### src/hdl/stq_pkg.sv
// Shared constants, field widths and operation codes of the sorted timer queue.
package stq_pkg;

    localparam int TIMER_SLOTS_DEF = 16;
    localparam int TIME_BITS_DEF   = 32;

    localparam int FUNC_W      = 2;
    localparam int ID_W        = 4;
    localparam int FIELD_T_W   = 32;
    localparam int IN_RAW_W    = ID_W + 2 * FIELD_T_W;
    localparam int IN_DATA_W   = ((IN_RAW_W + 7) / 8) * 8;
    localparam int OUT_RAW_W   = ID_W + FIELD_T_W;
    localparam int OUT_DATA_W  = ((OUT_RAW_W + 7) / 8) * 8;

    typedef enum logic [FUNC_W-1:0] {
        FUNC_ADD = 2'd0,
        FUNC_DEL = 2'd1,
        FUNC_RUN = 2'd2
    } func_t;

    typedef enum logic {
        KIND_FIRED   = 1'b0,
        KIND_SUMMARY = 1'b1
    } kind_t;

endpackage

### src/hdl/sorted_timer_queue.sv
// Sorted timer queue: expiry-ordered list of timers walked by a small sequencer.
// Add, delete and run items arrive on the s_ side; run results leave on the m_ side.
// The slot order and the expiry times sit in two single-port memories with registered
// reads, and the sequencer works through the list an entry at a time. Every item is
// first accepted while idle. A delete then checks each listed entry as it walks to the
// end of the list. An add of a new timer reads the order and expiry of each entry from
// the tail and compares, shifting it down until the new slot is written in its place;
// re-adding a listed timer first does the delete walk. A run reads and compares each
// examined entry the same way (fired timers also wait for the result to be taken), goes
// straight to the summary when every entry fires, copies each surviving entry to the
// front once some have fired, and sends the summary once the output is free. The chained
// order-then-expiry read sets the per-entry cost. Both stores need no clearing after
// reset; the block is ready in the first cycle after reset. Input is not taken while an
// item is being worked; a waiting result does not stop the next item from entering.
module sorted_timer_queue #(
    parameter int TIMER_SLOTS = stq_pkg::TIMER_SLOTS_DEF,
    parameter int TIME_BITS   = stq_pkg::TIME_BITS_DEF
) (
    input  logic                            clk,
    input  logic                            rst_n,
    input  logic                            s_tvalid,
    output logic                            s_tready,
    input  logic [stq_pkg::IN_DATA_W-1:0]   s_tdata,  // timer_id, expire_time, now_time, pad
    input  logic [stq_pkg::FUNC_W-1:0]      s_tuser,  // func
    output logic                            m_tvalid,
    input  logic                            m_tready,
    output logic [stq_pkg::OUT_DATA_W-1:0]  m_tdata,  // fired_id, wake_delay, pad
    output logic                            m_tuser,  // kind
    output logic                            m_tlast
);

    localparam int SLOT_W = (TIMER_SLOTS > 1) ? $clog2(TIMER_SLOTS) : 1;
    localparam int CNT_W  = $clog2(TIMER_SLOTS + 1);
    localparam int ID_W   = stq_pkg::ID_W;
    localparam int FT_W   = stq_pkg::FIELD_T_W;

    typedef enum logic [11:0] {
        ST_IDLE   = 12'b0000_0000_0001,
        ST_UL_RD  = 12'b0000_0000_0010,
        ST_UL_CHK = 12'b0000_0000_0100,
        ST_IN_RD  = 12'b0000_0000_1000,
        ST_IN_EXP = 12'b0000_0001_0000,
        ST_IN_CMP = 12'b0000_0010_0000,
        ST_RN_RD  = 12'b0000_0100_0000,
        ST_RN_EXP = 12'b0000_1000_0000,
        ST_RN_CMP = 12'b0001_0000_0000,
        ST_CP_RD  = 12'b0010_0000_0000,
        ST_CP_WR  = 12'b0100_0000_0000,
        ST_SUM    = 12'b1000_0000_0000
    } state_t;

    state_t                 state_reg, state_next;
    logic [CNT_W-1:0]       cnt_reg, cnt_next;
    logic [CNT_W-1:0]       idx_reg, idx_next;
    logic [CNT_W-1:0]       wp_reg, wp_next;
    logic                   found_reg, found_next;
    logic                   add_reg, add_next;
    logic                   head_reg, head_next;
    logic [TIMER_SLOTS-1:0] listed_reg, listed_next;
    logic [SLOT_W-1:0]      id_reg, id_next;
    logic [TIME_BITS-1:0]   exp_reg, exp_next;
    logic [TIME_BITS-1:0]   now_reg, now_next;
    logic [TIME_BITS-1:0]   head_exp_reg, head_exp_next;

    logic                   out_valid_reg, out_valid_next;
    logic                   out_kind_reg, out_kind_next;
    logic                   out_last_reg, out_last_next;
    logic [ID_W-1:0]        out_id_reg, out_id_next;
    logic [FT_W-1:0]        out_next_reg, out_next_next;

    logic [SLOT_W-1:0]      order_mem [0:TIMER_SLOTS-1];
    logic [TIME_BITS-1:0]   expiry_mem [0:TIMER_SLOTS-1];
    logic [SLOT_W-1:0]      ord_rd_reg;
    logic [TIME_BITS-1:0]   exp_rd_reg;

    logic                   ord_rd_en, ord_wr_en, exp_rd_en, exp_wr_en;
    logic [SLOT_W-1:0]      ord_rd_addr, ord_wr_addr, ord_wr_data, exp_rd_addr;

    logic                   in_beat, out_free;
    logic [ID_W-1:0]        in_id;
    logic [SLOT_W-1:0]      in_slot;
    logic                   in_range;
    logic [TIME_BITS-1:0]   in_exp, in_now, time_diff;
    logic [CNT_W-1:0]       idx_dec, cnt_dec;
    stq_pkg::func_t         in_func;

    assign s_tready = (state_reg == ST_IDLE);
    assign in_beat  = s_tvalid && s_tready;
    assign out_free = !out_valid_reg || m_tready;
    assign in_func  = stq_pkg::func_t'(s_tuser);
    assign in_id    = s_tdata[ID_W-1:0];
    assign in_slot  = SLOT_W'(in_id);
    assign in_range = (32'(in_id) < TIMER_SLOTS);
    assign in_exp   = TIME_BITS'(s_tdata[ID_W +: FT_W]);
    assign in_now   = TIME_BITS'(s_tdata[ID_W + FT_W +: FT_W]);
    assign idx_dec  = idx_reg - CNT_W'(1);
    assign cnt_dec  = cnt_reg - CNT_W'(1);
    assign time_diff = head_exp_reg - now_reg;

    assign m_tvalid = out_valid_reg;
    assign m_tuser  = out_kind_reg;
    assign m_tlast  = out_last_reg;
    assign m_tdata  = stq_pkg::OUT_DATA_W'({out_next_reg, out_id_reg});

    always_comb
    begin
        state_next    = state_reg;
        cnt_next      = cnt_reg;
        idx_next      = idx_reg;
        wp_next       = wp_reg;
        found_next    = found_reg;
        add_next      = add_reg;
        head_next     = head_reg;
        listed_next   = listed_reg;
        id_next       = id_reg;
        exp_next      = exp_reg;
        now_next      = now_reg;
        head_exp_next = head_exp_reg;

        out_valid_next = out_valid_reg && !m_tready;
        out_kind_next  = out_kind_reg;
        out_last_next  = out_last_reg;
        out_id_next    = out_id_reg;
        out_next_next  = out_next_reg;

        ord_rd_en   = 1'b0;
        ord_rd_addr = idx_reg[SLOT_W-1:0];
        ord_wr_en   = 1'b0;
        ord_wr_addr = idx_reg[SLOT_W-1:0];
        ord_wr_data = ord_rd_reg;
        exp_rd_en   = 1'b0;
        exp_rd_addr = ord_rd_reg;
        exp_wr_en   = 1'b0;

        unique case (state_reg)
            ST_IDLE:
            begin
                if (in_beat)
                begin
                    id_next    = in_slot;
                    exp_next   = in_exp;
                    now_next   = in_now;
                    found_next = 1'b0;
                    unique case (in_func)
                        stq_pkg::FUNC_ADD:
                        begin
                            if (in_range)
                            begin
                                exp_wr_en            = 1'b1;
                                listed_next[in_slot] = 1'b1;
                                add_next             = 1'b1;
                                if (listed_reg[in_slot])
                                begin
                                    idx_next   = '0;
                                    state_next = ST_UL_RD;
                                end
                                else if (cnt_reg != CNT_W'(TIMER_SLOTS))
                                begin
                                    idx_next   = cnt_reg;
                                    state_next = ST_IN_RD;
                                end
                            end
                        end
                        stq_pkg::FUNC_DEL:
                        begin
                            if (in_range && listed_reg[in_slot])
                            begin
                                listed_next[in_slot] = 1'b0;
                                add_next             = 1'b0;
                                idx_next             = '0;
                                state_next           = ST_UL_RD;
                            end
                        end
                        stq_pkg::FUNC_RUN:
                        begin
                            idx_next   = '0;
                            state_next = ST_RN_RD;
                        end
                        default:
                        begin
                            state_next = ST_IDLE;
                        end
                    endcase
                end
            end

            ST_UL_RD:
            begin
                ord_rd_en  = 1'b1;
                state_next = ST_UL_CHK;
            end

            ST_UL_CHK:
            begin
                if (found_reg)
                begin
                    ord_wr_en   = 1'b1;
                    ord_wr_addr = idx_dec[SLOT_W-1:0];
                end
                found_next = found_reg || (ord_rd_reg == id_reg);
                idx_next   = idx_reg + CNT_W'(1);
                state_next = ST_UL_RD;
                if (idx_reg == cnt_dec)
                begin
                    cnt_next = cnt_dec;
                    if (add_reg)
                    begin
                        idx_next   = cnt_dec;
                        state_next = ST_IN_RD;
                    end
                    else
                    begin
                        state_next = ST_IDLE;
                    end
                end
            end

            ST_IN_RD:
            begin
                if (idx_reg == '0)
                begin
                    ord_wr_en   = 1'b1;
                    ord_wr_data = id_reg;
                    cnt_next    = cnt_reg + CNT_W'(1);
                    state_next  = ST_IDLE;
                end
                else
                begin
                    ord_rd_en   = 1'b1;
                    ord_rd_addr = idx_dec[SLOT_W-1:0];
                    state_next  = ST_IN_EXP;
                end
            end

            ST_IN_EXP:
            begin
                exp_rd_en  = 1'b1;
                state_next = ST_IN_CMP;
            end

            ST_IN_CMP:
            begin
                ord_wr_en = 1'b1;
                if (exp_rd_reg >= exp_reg)
                begin
                    idx_next   = idx_dec;
                    state_next = ST_IN_RD;
                end
                else
                begin
                    ord_wr_data = id_reg;
                    cnt_next    = cnt_reg + CNT_W'(1);
                    state_next  = ST_IDLE;
                end
            end

            ST_RN_RD:
            begin
                if (idx_reg == cnt_reg)
                begin
                    cnt_next   = '0;
                    head_next  = 1'b0;
                    state_next = ST_SUM;
                end
                else
                begin
                    ord_rd_en  = 1'b1;
                    state_next = ST_RN_EXP;
                end
            end

            ST_RN_EXP:
            begin
                exp_rd_en  = 1'b1;
                state_next = ST_RN_CMP;
            end

            ST_RN_CMP:
            begin
                if (exp_rd_reg > now_reg)
                begin
                    head_next     = 1'b1;
                    head_exp_next = exp_rd_reg;
                    wp_next       = '0;
                    state_next    = (idx_reg == '0) ? ST_SUM : ST_CP_RD;
                end
                else if (out_free)
                begin
                    out_valid_next          = 1'b1;
                    out_kind_next           = stq_pkg::KIND_FIRED;
                    out_last_next           = 1'b0;
                    out_id_next             = ID_W'(ord_rd_reg);
                    out_next_next           = '0;
                    listed_next[ord_rd_reg] = 1'b0;
                    idx_next                = idx_reg + CNT_W'(1);
                    state_next              = ST_RN_RD;
                end
            end

            ST_CP_RD:
            begin
                ord_rd_en  = 1'b1;
                state_next = ST_CP_WR;
            end

            ST_CP_WR:
            begin
                ord_wr_en   = 1'b1;
                ord_wr_addr = wp_reg[SLOT_W-1:0];
                wp_next     = wp_reg + CNT_W'(1);
                idx_next    = idx_reg + CNT_W'(1);
                state_next  = ST_CP_RD;
                if (idx_reg == cnt_dec)
                begin
                    cnt_next   = wp_reg + CNT_W'(1);
                    state_next = ST_SUM;
                end
            end

            ST_SUM:
            begin
                if (out_free)
                begin
                    out_valid_next = 1'b1;
                    out_kind_next  = stq_pkg::KIND_SUMMARY;
                    out_last_next  = 1'b1;
                    out_id_next    = '0;
                    out_next_next  = head_reg ? FT_W'(time_diff) : '0;
                    state_next     = ST_IDLE;
                end
            end

            default:
            begin
                state_next = ST_IDLE;
            end
        endcase
    end

    always_ff @(posedge clk or negedge rst_n)
    begin
        if (!rst_n)
        begin
            state_reg     <= ST_IDLE;
            cnt_reg       <= '0;
            idx_reg       <= '0;
            wp_reg        <= '0;
            found_reg     <= 1'b0;
            add_reg       <= 1'b0;
            head_reg      <= 1'b0;
            listed_reg    <= '0;
            out_valid_reg <= 1'b0;
        end
        else
        begin
            state_reg     <= state_next;
            cnt_reg       <= cnt_next;
            idx_reg       <= idx_next;
            wp_reg        <= wp_next;
            found_reg     <= found_next;
            add_reg       <= add_next;
            head_reg      <= head_next;
            listed_reg    <= listed_next;
            out_valid_reg <= out_valid_next;
        end
    end

    always_ff @(posedge clk)
    begin
        id_reg       <= id_next;
        exp_reg      <= exp_next;
        now_reg      <= now_next;
        head_exp_reg <= head_exp_next;
        out_kind_reg <= out_kind_next;
        out_last_reg <= out_last_next;
        out_id_reg   <= out_id_next;
        out_next_reg <= out_next_next;
    end

    always_ff @(posedge clk)
    begin
        if (ord_wr_en)
        begin
            order_mem[ord_wr_addr] <= ord_wr_data;
        end
        if (ord_rd_en)
        begin
            ord_rd_reg <= order_mem[ord_rd_addr];
        end
    end

    always_ff @(posedge clk)
    begin
        if (exp_wr_en)
        begin
            expiry_mem[in_slot] <= in_exp;
        end
        if (exp_rd_en)
        begin
            exp_rd_reg <= expiry_mem[exp_rd_addr];
        end
    end

    a_count_bound: assert property (@(posedge clk) disable iff (!rst_n)
        cnt_reg <= CNT_W'(TIMER_SLOTS))
    else $error("list count beyond slot count");

    a_flags_match_count: assert property (@(posedge clk) disable iff (!rst_n)
        (state_reg == ST_IDLE) |-> ($countones(listed_reg) == int'(cnt_reg)))
    else $error("listed flags disagree with list count");

    a_summary_last: assert property (@(posedge clk) disable iff (!rst_n)
        m_tvalid |-> (m_tlast == m_tuser))
    else $error("last marker not on summary beat");

    a_fired_no_timeout: assert property (@(posedge clk) disable iff (!rst_n)
        (m_tvalid && !m_tuser) |-> (m_tdata[ID_W +: FT_W] == '0))
    else $error("fired beat carries a timeout");

endmodule
### config.mk
export PLATFORM = sky130hd
export DESIGN_NAME = sorted_timer_queue
export DESIGN_NICKNAME = d
export VERILOG_FILES = /design/src/hdl/stq_pkg.sv /design/src/hdl/sorted_timer_queue.sv
export SDC_FILE = /design/constraint.sdc
export NUM_CORES = 1
export LEC_CHECK = 0
export BUFFER_PORTS_ARGS = -buffer_cell sky130_fd_sc_hd__buf_4
export CAP_MARGIN = 20
export CORE_MARGIN = 8
export CORE_UTILIZATION = 45
export DETAILED_ROUTE_END_ITERATION = 8
export PLACE_DENSITY = 0.74
export SLEW_MARGIN = 20
export SYNTH_ARGS = -nofsm -noshare
export SYNTH_HDL_FRONTEND = slang
export SYNTH_SLANG_ARGS = --single-unit
### constraint.sdc
create_clock -name clk -period 5.1 [get_ports clk]
set_input_delay 0.765 -clock clk [delete_from_list [all_inputs] [get_ports clk]]
set_output_delay 0.765 -clock clk [all_outputs]
set_load 0.05 [all_outputs]
Word-level counts from Yosys, hierarchy flattened. Memories as Yosys holds them, arrays and structs flattened. A register that Yosys moved wholly into a read port is not among the register bits. Cells that the tools add are included.

RAM bits: 576. Word-level logic and storage cells: 193. Bits in registers: 184. Memories kept: 2. Output and inout bits: 44.

Memory list: expiry_mem (words 16, bits a word 32, rd ports 1, clocked after memory_dff 1, wr ports 1, line sorted_timer_queue.sv:72) `logic [TIME_BITS-1:0] expiry_mem [0:TIMER_SLOTS-1];`; order_mem (words 16, bits a word 4, rd ports 1, clocked after memory_dff 1, wr ports 1, line sorted_timer_queue.sv:71) `logic [SLOT_W-1:0] order_mem [0:TIMER_SLOTS-1];`.

Bitwise logic cells: 5. Multiplexer cells: 91. $add $sub $neg: 6. Magnitude comparators: 6. Reduce and logical (&&, ||, !) cells: 32. Eq/ne operators: 35.

Operators by type and width (count): case mux 12 bit (12 select lines) (1); 2-to-1 mux 32 bit (4); 2-to-1 mux 12 bit (10); 2-to-1 mux 5 bit (16); 2-to-1 mux 16 bit (4); case mux 16 bit (2 select lines) (2); case mux 32 bit (2 select lines) (1); case mux 5 bit (5 select lines) (2); 2-to-1 mux 4 bit (11); case mux 12 bit (3 select lines) (1); bitwise AND 16 bit (2); >= comparator 32 bit (1); greater-than comparator 32 bit (1); inverter 16 bit (2); subtractor 32 bit (1); 2-to-1 mux 1 bit (24); case mux 4 bit (2 select lines) (3); != test 2 bit (second input constant) (11); OR 16 bit (1); adder 5 x 1 -> 5 bit (second input constant) (3); case mux 5 bit (3 select lines) (1); == test 12 x 1 -> 1 bit (second input constant) (1); == test 12 x 10 -> 1 bit (second input constant) (1); == test 12 x 11 -> 1 bit (second input constant) (1); 41 further kinds (70).

Depth between registers and ports, before layout. Gate-level depths: netlist of the first run.

Depth in word-level cells: 10. Gate-level depth with buffers: 13. Gate-level depth less buffers: 12.

Least setup slack after synthesis of the first run. Ideal clock, no wire load.

Path type: register to register. From: register state_reg[4]. To: memory expiry_mem[12][0] in the netlist's numbering (enable). Cell stages (with the launch flop): 11. Slack: -864 ps. Buffers on the path: 2. Library setup time: 421 ps. Arrival time: 5543 ps. Path through: dfrtp_1 buf_6 or4_4 nor3_4 nand3_2 nor3b_4 nand2_2 inv_1 nand2_1 clkbuf_1 nor2_1.

Longest elaborated chain between the ends: 6.

RTL lines: start, declared (line sorted_timer_queue.sv:52) `state_t state_reg, state_next;`; start signal, assigned (line sorted_timer_queue.sv:356) `state_reg <= state_next;`; == test 12 x 1 -> 1 bit (*) (line sorted_timer_queue.sv:87) `assign s_tready = (state_reg == ST_IDLE);`; named net s_tready (line sorted_timer_queue.sv:22) `output logic s_tready,`; logical AND 1 bit (line sorted_timer_queue.sv:88) `assign in_beat = s_tvalid && s_tready;`; 2-to-1 mux 1 bit (line sorted_timer_queue.sv:138) `if (in_beat)`; 2-to-1 mux 1 bit (*) (line sorted_timer_queue.sv:135) `unique case (state_reg)`; 2-to-1 mux 1 bit (*) (line sorted_timer_queue.sv:394) `if (exp_wr_en)`; 2-to-1 mux 1 bit (implied by the code) (*) (line sorted_timer_queue.sv:396) `expiry_mem[in_slot] <= in_exp;`; end, declared (line sorted_timer_queue.sv:72).

Mark *: on every way through the listed nets, which the timed path passes. The rest lies on a longest branch.

Worst setup path after layout of the first run.
From: register state_reg[5]. To: memory expiry_mem[14][29] in the netlist's numbering (enable).

Longest elaborated chain between the ends: 6.

RTL lines (line): == test 12 x 1 -> 1 bit (*) (sorted_timer_queue.sv:87, sorted_timer_queue.sv:135); logical AND 1 bit (sorted_timer_queue.sv:88); 2-to-1 mux 1 bit (sorted_timer_queue.sv:138); 2-to-1 mux 1 bit (*) (sorted_timer_queue.sv:135); 2-to-1 mux 1 bit (*) (sorted_timer_queue.sv:394); 2-to-1 mux 1 bit (implied by the code) (*) (sorted_timer_queue.sv:396).

Every way passes the cells marked *; elsewhere a longest branch is shown, timed or not.

==> results of run 1 <==
==> cells in the mapped netlist, types with 6 or more instances <==
cell | count | area share (%)
sky130_fd_sc_hd__edfxtp_1 | 749 | 66
sky130_fd_sc_hd__mux4_2 | 164 | 11
sky130_fd_sc_hd__nor2_1 | 127 | 1.4
sky130_fd_sc_hd__ha_1 | 105 | 3.8
sky130_fd_sc_hd__inv_1 | 89 | 0.98
sky130_fd_sc_hd__o21ai_0 | 85 | 1.2
sky130_fd_sc_hd__nand2_1 | 80 | 0.88
sky130_fd_sc_hd__a21oi_1 | 54 | 0.79
sky130_fd_sc_hd__clkbuf_1 | 54 | 0.59
sky130_fd_sc_hd__dfrtp_1 | 46 | 3.4
sky130_fd_sc_hd__mux2i_1 | 38 | 1.1
sky130_fd_sc_hd__a21o_1 | 33 | 0.73
sky130_fd_sc_hd__xnor2_1 | 30 | 0.77
sky130_fd_sc_hd__nor2b_1 | 28 | 0.51
sky130_fd_sc_hd__nand3_1 | 27 | 0.40
sky130_fd_sc_hd__a31oi_1 | 26 | 0.48
sky130_fd_sc_hd__nor3_1 | 22 | 0.32
sky130_fd_sc_hd__xor2_1 | 20 | 0.51
sky130_fd_sc_hd__o211ai_1 | 15 | 0.33
sky130_fd_sc_hd__mux2_2 | 13 | 0.43
sky130_fd_sc_hd__nand4_1 | 13 | 0.24
sky130_fd_sc_hd__buf_1 | 12 | 0.13
sky130_fd_sc_hd__nand2b_1 | 12 | 0.22
sky130_fd_sc_hd__a211oi_1 | 10 | 0.22
sky130_fd_sc_hd__nor4_1 | 9 | 0.16
sky130_fd_sc_hd__buf_4 | 8 | 0.18
sky130_fd_sc_hd__or2_2 | 8 | 0.15
sky130_fd_sc_hd__and3_1 | 6 | 0.11
sky130_fd_sc_hd__nor3b_1 | 6 | 0.13
sky130_fd_sc_hd__o21a_1 | 6 | 0.13
sky130_fd_sc_hd__o21bai_1 | 6 | 0.13
==> worst reg2reg max path, stage by stage (launching register included) <==
cell and delay (ns):
sky130_fd_sc_hd__dfrtp_1 0.47, sky130_fd_sc_hd__or4_4 0.60, sky130_fd_sc_hd__nor3_4 0.21, sky130_fd_sc_hd__nand3_2 0.14, sky130_fd_sc_hd__nor3b_4 0.41, sky130_fd_sc_hd__nand2_2 0.15
sky130_fd_sc_hd__clkinvlp_4 0.09, sky130_fd_sc_hd__nand2_1 0.52, sky130_fd_sc_hd__nor2_4 0.63, sky130_fd_sc_hd__buf_4 0.50
==> power by group through the flow <==
stage	clock network (mW)	logic, mW	registers, mW
6_report	6.13	3.66	7.87
2_1_floorplan	0	2.74	7.84
3_5_place_dp	0	3.62	8.00
5_1_grt	6.48	3.99	7.91
3_3_place_gp	0	3.51	7.99
4_1_cts	6.24	3.66	7.87
==> worst min-delay path by stage <==
stage	from	to	slack (ns)
detailed placement	exp_rd_reg[7]	head_exp_reg[7]	0.49
finish	rst_n	idx_reg[2]	0.13
CTS	rst_n	cnt_reg[2]	0.13
global route	rst_n	cnt_reg[2]	0.15
floorplan	exp_rd_reg[0]	head_exp_reg[0]	0.43
global placement	exp_rd_reg[0]	head_exp_reg[0]	0.48
==> metal layers <==
metal,routed length (um),share of wire (%)
met1,31500,40
met2,39100,49
met3,6430,8.1
met4,2090,2.6
met5,26,0.033
==> final cells by class <==
type,count,area [um2],share of cell area (%)
clock buffers,93,2070,5.28
clock inverters,57,712,1.81
inverters,89,338,0.861
multi-input cells,1041,9920,25.3
flip-flops and latches,796,23700,60.3
well taps,978,1220,3.12
repair buffers,168,1310,3.33
==> kinds of logic (layout without fill, tap and decap cells) <==
group	after synthesis	in the layout	synth area share, %
AO/OA/AOI/OAI	289	289	5.47
XOR/XNOR	50	50	1.28
adder cells (fa/ha/maj)	106	106	3.91
buffers and inverters	172	407	2.09
flip-flops	796	796	69.3
multiplexers	216	216	12.4
other	1	4	0.0110
AND/OR/NAND/NOR	376	376	5.50
==> results.rst, run 1 <==
.. list-table::
   :header-rows: 1

   * - Metric
     - Value
   * - Status
     - finished clean
   * - Number of maximum-capacitance violations
     - 0
   * - Sequential fraction of design power
     - 44.6%
   * - Ys Warns
     - 0
   * - Most used flip-flop cell after synthesis
     - sky130_fd_sc_hd__edfxtp_1
   * - Layout-stage area growth over the synthesis result
     - 15.0%
   * - Setup Slack @ Placement
     - 0.991 ns
   * - Total number of cells along the worst setup path
     - 9
   * - Remaining routing DRC violations
     - 0
   * - Cts-stage hold buffer count
     - 0
   * - Capture point of the worst path
     - expiry_mem[14][29]
   * - Clock power share
     - 34.7%
   * - Global routing met1 resource utilization
     - 23.6%
   * - Core Rows
     - 101
   * - Number of synthesized flops with an enable pin
     - 749
   * - Netlist area before placement
     - 34,100 um2
   * - Portion of the clock cycle consumed by the worst path in the final layout
     - 81.2%
   * - Cell depth of the worst flop-to-flop path
     - 9
   * - Classification of the worst-slack hold path
     - in2async
   * - Crit path required time
     - 5.34 ns
   * - Area of all placed cells without fillers
     - 39,200 um2
   * - Post-synthesis sequential element count
     - 796
   * - Worst reg2reg path endpoint
     - expiry_mem[14][29]
   * - Max-Slew Margin vs Limit
     - 24.0%
   * - Final ANT Viol Nets
     - 0
   * - Placed Cells incl. Taps
     - 3,072
   * - Buffering stage count on the worst path with inverters included
     - 2
   * - Starting density of the core
     - 45.2%
   * - # setup viols final
     - 0
   * - Number of cells produced by synthesis
     - 2,006
   * - Leading cell types in the layout, fill and taps excluded
     - sky130_fd_sc_hd__edfxtp_1, sky130_fd_sc_hd__mux4_2, sky130_fd_sc_hd__buf_4
   * - Total congestion overflow
     - 0
   * - Total Wirelength
     - 79.1 mm
   * - Registers with the highest flip-flop counts
     - expiry_mem: 512 flops, order_mem: 64 flops
   * - CTS clk-pin slew, worst paths
     - 0.07 ns
   * - Actual slew at the worst max-slew pin
     - 1.14 ns
   * - Number of nets at the end of the flow
     - 2,361
   * - I/O pin total
     - 122
   * - Via count of the first global-routing pass
     - 19,300
   * - Net Sw Power
     - 4.96 mW
   * - Fin Setup TNS
     - 0 ns
   * - Crit Path Category
     - reg2reg
   * - Switching Fraction
     - 28.1%
   * - Post-placement cell area
     - 36,400 um2
   * - Largest reg by FF count
     - expiry_mem
   * - Fraction of synthesis flops using an asynchronous set or reset pin
     - 5.90%
   * - Number of clock sinks
     - 796
   * - Total chip power
     - 17.7 mW
   * - DIE AREA
     - 84,900 um2
   * - Maximum clock insertion buffer count
     - 3
   * - Maximum number of pins on one net before global-route repair
     - 136
   * - Met2 Resource Use GR
     - 30.9%
   * - Post-CTS setup buffers
     - 0
   * - Slowest cell on the critical path
     - sky130_fd_sc_hd__nor2_4
   * - Gates resized, CTS repair
     - 0
   * - Final period demand of the worst path
     - 4.14 ns
   * - Worst endpoint data arrival time
     - 4.39 ns
   * - Initial antenna violation count
     - 2
   * - Routed via count divided by cell count
     - 5.85
   * - Buffer type at the clock tree root
     - sky130_fd_sc_hd__clkbuf_16
   * - Internal reg-to-reg setup slack
     - 0.96 ns
   * - Clock tree from TritonCTS
     - built
   * - Number of inserted filler cells in the final layout
     - 5,884
   * - Met3 track demand over resource
     - 3.86%
   * - Beginning of the critical path
     - state_reg[5]
   * - H-tree lvl count
     - 3
   * - First-iteration detailed-routing DRC count
     - 2,067
   * - Dominant delay contributor by cell family on the critical path
     - simple AND/OR/NAND/NOR gates
   * - Detail Placement HPWL
     - 49.7 mm
   * - Largest stage delay on the critical path
     - 0.62 ns
   * - Cells traversed along the worst timing path
     - or4_4 -> nor3_4 -> nand3_2 -> nor3b_4 -> nand2_2 -> clkinvlp_4 -> nand2_1 -> nor2_4 -> buf_4
   * - Core Util, Final
     - 51.9%
   * - Cell Int Power
     - 12.7 mW
   * - CP Max Fanout
     - 21
   * - Hold slack final
     - 0.130 ns
   * - Number of I/O port buffers
     - 113
   * - Combinational Power Share
     - 20.7%
   * - Max Fclk
     - 241 MHz
   * - Worst ir drop on vdd
     - 0.000280 V
   * - Total inserted antenna cells
     - 0
   * - Crit end category
     - register
   * - Overall via count from detail_route
     - 18,900
   * - Synthesized area divided by synthesized cell count
     - 17.0 um2
   * - Number of buffers added by the clock tree synthesis step
     - 81
   * - Die height
     - 291 um
   * - Final weighted congestion of routability-driven global placement
     - 0.903
   * - Final count of hold timing violations
     - 0
   * - Highest-utilization routing layer at the global route stage
     - met2
   * - Ratio of cells with drive above 1 in the final layout
     - 22.8%
   * - Post-Route Skew
     - 0.0617 ns
   * - Chip Width
     - 291 um
   * - Floorplan Core Area
     - 75,600 um2
   * - Setup repair after global routing missed its margin
     - no
   * - Insertion delay to the later sink of the worst-skew pair
     - 0.65 ns
   * - Count of different cell masters after synthesis
     - 86
   * - Iteration count of the initial detailed-routing pass
     - 8
   * - Setup ws final
     - 0.957 ns
   * - Final max-slew violation count
     - 0
   * - Overall track demand over capacity in global routing
     - 18.3%
   * - Critical Path Start Type
     - register
   * - Pwr Density
     - 450 nW/um2
   * - Final cell count without fillers
     - 3,222
   * - Wire length of the first global-routing pass
     - 119 mm
   * - Average routed wire per standard cell
     - 24.6 um
   * - Reg-to-reg startpoint
     - state_reg[5]
   * - Sequential share of the synthesized area
     - 69.3%
   * - Max reg flops
     - 512
   * - LEAKAGE
     - 13.9 nW
   * - Most common cell after layout, fill and taps aside
     - sky130_fd_sc_hd__edfxtp_1
Note: power is estimated with default switching activity, not from simulation.
==> inputs of run 2 (changes only) <==
--- a/config.mk
+++ b/config.mk
@@ -10,7 +10,7 @@
 export CORE_MARGIN = 8
 export CORE_UTILIZATION = 45
 export DETAILED_ROUTE_END_ITERATION = 8
-export PLACE_DENSITY = 0.74
+export PLACE_DENSITY = 0.72
 export SLEW_MARGIN = 20
 export SYNTH_ARGS = -nofsm -noshare
 export SYNTH_HDL_FRONTEND = slang
==> constraint.sdc (replaced) <==
create_clock -name clk -period 4.1 [get_ports clk]
set_input_delay 0.615 -clock clk [delete_from_list [all_inputs] [get_ports clk]]
set_output_delay 0.615 -clock clk [all_outputs]
set_load 0.05 [all_outputs]
==> results.rst, run 2 (synthesis results as in run 1) <==
.. list-table::
   :header-rows: 1

   * - Metric
     - Value
   * - Status
     - finished clean
   * - Buffering stage count on the worst path with inverters included
     - 3 (+1)
   * - Worst ir drop on vdd
     - 0.000312 V (+12%)
   * - Overall via count from detail_route
     - 18,600 (-1.2%)
   * - Chip Width
     - 291 um (unchanged)
   * - Setup Slack @ Placement
     - 0.568 ns (-0.423 ns)
   * - Final weighted congestion of routability-driven global placement
     - 0.884 (-2.1%)
   * - Ratio of cells with drive above 1 in the final layout
     - 22.8% (-0.034 points)
   * - Min-Delay Path Depth
     - 1
   * - Worst endpoint data arrival time
     - 3.86 ns (-0.53 ns)
   * - Setup ws final
     - 0.564 ns (-0.393 ns)
   * - Reg-to-reg startpoint
     - state_reg[5]
   * - Routed via count divided by cell count
     - 5.78 (-1.2%)
   * - Starting density of the core
     - 45.2% (unchanged)
   * - Crit end category
     - register
   * - Portion of the clock cycle consumed by the worst path in the final layout
     - 86.2% (+5.0 points)
   * - Crit path required time
     - 4.43 ns (-0.91 ns)
   * - Total congestion overflow
     - 0 (unchanged)
   * - Core Util, Final
     - 52.0% (+0.076 points)
   * - Largest reg by FF count
     - expiry_mem
   * - Number of nets at the end of the flow
     - 2,360 (-0.042%)
   * - Wire length of the first global-routing pass
     - 117 mm (-1.2%)
   * - DIE AREA
     - 84,900 um2 (unchanged)
   * - Total chip power
     - 21.7 mW (+23%)
   * - Total Wirelength
     - 77.5 mm (-2.0%)
   * - Final count of hold timing violations
     - 0 (unchanged)
   * - Buffer type at the clock tree root
     - sky130_fd_sc_hd__clkbuf_16
   * - Largest stage delay on the critical path
     - 0.61 ns (about the same)
   * - Setup repair after global routing missed its margin
     - no
   * - Fin Setup TNS
     - 0 ns (unchanged)
   * - Post-CTS setup buffers
     - 0 (unchanged)
   * - Critical Path Start Type
     - register
   * - Initial antenna violation count
     - 2 (unchanged)
   * - Max-Slew Margin vs Limit
     - 24.0% (-0.025 points)
   * - Final cell count without fillers
     - 3,223 (+0.031%)
   * - Number of I/O port buffers
     - 113 (unchanged)
   * - Layout-stage area growth over the synthesis result
     - 15.2%
   * - Maximum number of pins on one net before global-route repair
     - 83 (-39%)
   * - Remaining routing DRC violations
     - 0 (unchanged)
   * - Dominant delay contributor by cell family on the critical path
     - simple AND/OR/NAND/NOR gates
   * - Final period demand of the worst path
     - 3.54 ns (-0.607 ns)
   * - CP Max Fanout
     - 20 (-4.8%)
   * - Post-placement cell area
     - 36,600 um2 (+0.50%)
   * - Registers with the highest flip-flop counts
     - expiry_mem: 512 flops, order_mem: 64 flops
   * - # setup viols final
     - 0 (unchanged)
   * - Worst Hold Endpoint
     - now_reg[2]
   * - Slowest cell on the critical path
     - sky130_fd_sc_hd__or4_4
   * - Crit Path Category
     - reg2reg
   * - Via count of the first global-routing pass
     - 19,200 (-0.69%)
   * - Die height
     - 291 um (unchanged)
   * - Average routed wire per standard cell
     - 24.1 um (-2.1%)
   * - Hold path startpoint
     - s_tdata[38]
   * - Placed Cells incl. Taps
     - 3,070 (-0.065%)
   * - Clock tree from TritonCTS
     - built
   * - Number of inserted filler cells in the final layout
     - 5,888 (+0.068%)
   * - Final ANT Viol Nets
     - 0 (unchanged)
   * - Maximum clock insertion buffer count
     - 3 (unchanged)
   * - H-tree lvl count
     - 3 (unchanged)
   * - LEAKAGE
     - 13.9 nW (-0.15%)
   * - Detail Placement HPWL
     - 48.7 mm (-2.0%)
   * - I/O pin total
     - 122 (unchanged)
   * - Classification of the worst-slack hold path
     - in2reg
   * - Actual slew at the worst max-slew pin
     - 1.14 ns (+0.000380 ns)
   * - Leading cell types in the layout, fill and taps excluded
     - sky130_fd_sc_hd__edfxtp_1, sky130_fd_sc_hd__mux4_2, sky130_fd_sc_hd__buf_4
   * - CTS clk-pin slew, worst paths
     - 0.06 ns (about the same)
   * - Insertion delay to the later sink of the worst-skew pair
     - 0.64 ns (about the same)
   * - First-iteration detailed-routing DRC count
     - 2,029 (-1.8%)
   * - Number of maximum-capacitance violations
     - 0 (unchanged)
   * - Most common cell after layout, fill and taps aside
     - sky130_fd_sc_hd__edfxtp_1
   * - Max Fclk
     - 283 MHz (+17%)
   * - Pwr Density
     - 552 nW/um2 (+23%)
   * - Max reg flops
     - 512 (unchanged)
   * - Overall track demand over capacity in global routing
     - 18.0% (-0.26 points)
   * - Core Rows
     - 101 (unchanged)
   * - Area of all placed cells without fillers
     - 39,300 um2 (+0.15%)
   * - Hold slack final
     - 0.143 ns (+0.0130 ns)
   * - Total number of cells along the worst setup path
     - 10 (+1)
   * - Post-Route Skew
     - 0.0474 ns (-0.0143 ns)
   * - Worst reg2reg path endpoint
     - expiry_mem[10][25]
   * - Floorplan Core Area
     - 75,600 um2 (unchanged)
   * - Cell depth of the worst flop-to-flop path
     - 10 (+1)
   * - Number of clock sinks
     - 796 (unchanged)
   * - Iteration count of the initial detailed-routing pass
     - 8 (unchanged)
   * - Cells traversed along the worst timing path
     - or4_4 -> nor3_4 -> nand3_2 -> nor3b_4 -> buf_4 -> nand2_2 -> clkinvlp_4 -> nand2_4 -> nor2_4 -> buf_12
   * - Final max-slew violation count
     - 0 (unchanged)
   * - Internal reg-to-reg setup slack
     - 0.56 ns (-0.39 ns)
   * - Number of buffers added by the clock tree synthesis step
     - 81 (unchanged)
-- run 2: routing by layer --
metal	track usage [%]	up-vias	share of wire (%)
li1	-	8284	-
met1	24.2	9473	42
met2	29.4	744	48
met3	3.47	127	7.3
met4	6.00	0	2.8
met5	0	-	0
-- run 2: where the power goes --
group / leakage, nW / switching, mW / internal [mW] / total, mW
clock network: 1.28 / 3.15 / 4.14 / 7.29
logic: 5.11 / 2.61 / 1.98 / 4.59
registers: 7.47 / 0.352 / 9.45 / 9.81
total: 13.9 / 6.11 / 15.6 / 21.7
-- run 2: layout make-up --
cell class / count / area (um2) / share of cell area, %
Timing Repair Buffer: 167 / 1480 / 3.77
Clock buffer: 98 / 2130 / 5.42
Clock inverter: 52 / 522 / 1.33
Multi-Input combinational cell: 1041 / 9930 / 25.3
Sequential cell: 796 / 23700 / 60.2
Tap cell: 978 / 1220 / 3.11
Antenna cell: 2 / 5.00 / 0.0127
Inverter: 89 / 338 / 0.860
-- run 2: worst reg2reg max path: cells and delay by family (launching register included) --
kind | cells | cell delay, ns
buffers and inverters | 3 | 0.62
DFF | 1 | 0.47
and+or+nand+nor | 7 | 2.13
-- run 2: worst max path at each step --
stage / slack [ns] / startpoint / end
after floorplan: -0.26 / state_reg[4] / expiry_mem[1][0]
after global placement: 0.61 / exp_rd_reg[15] / state_reg[0]
after detailed placement: 0.57 / state_reg[10] / exp_rd_addr[1]
after CTS: 0.54 / state_reg[5] / expiry_mem[10][25]
after global routing: 0.26 / state_reg[10] / exp_rd_addr[1]
final: 0.56 / state_reg[5] / expiry_mem[10][25]
-- run 2: timing repair --
item	CTS	global route
gates resized for setup	0	0
hold buffers	1	0
endpoints found under the hold margin	11	0
setup endpoints to repair	0	0
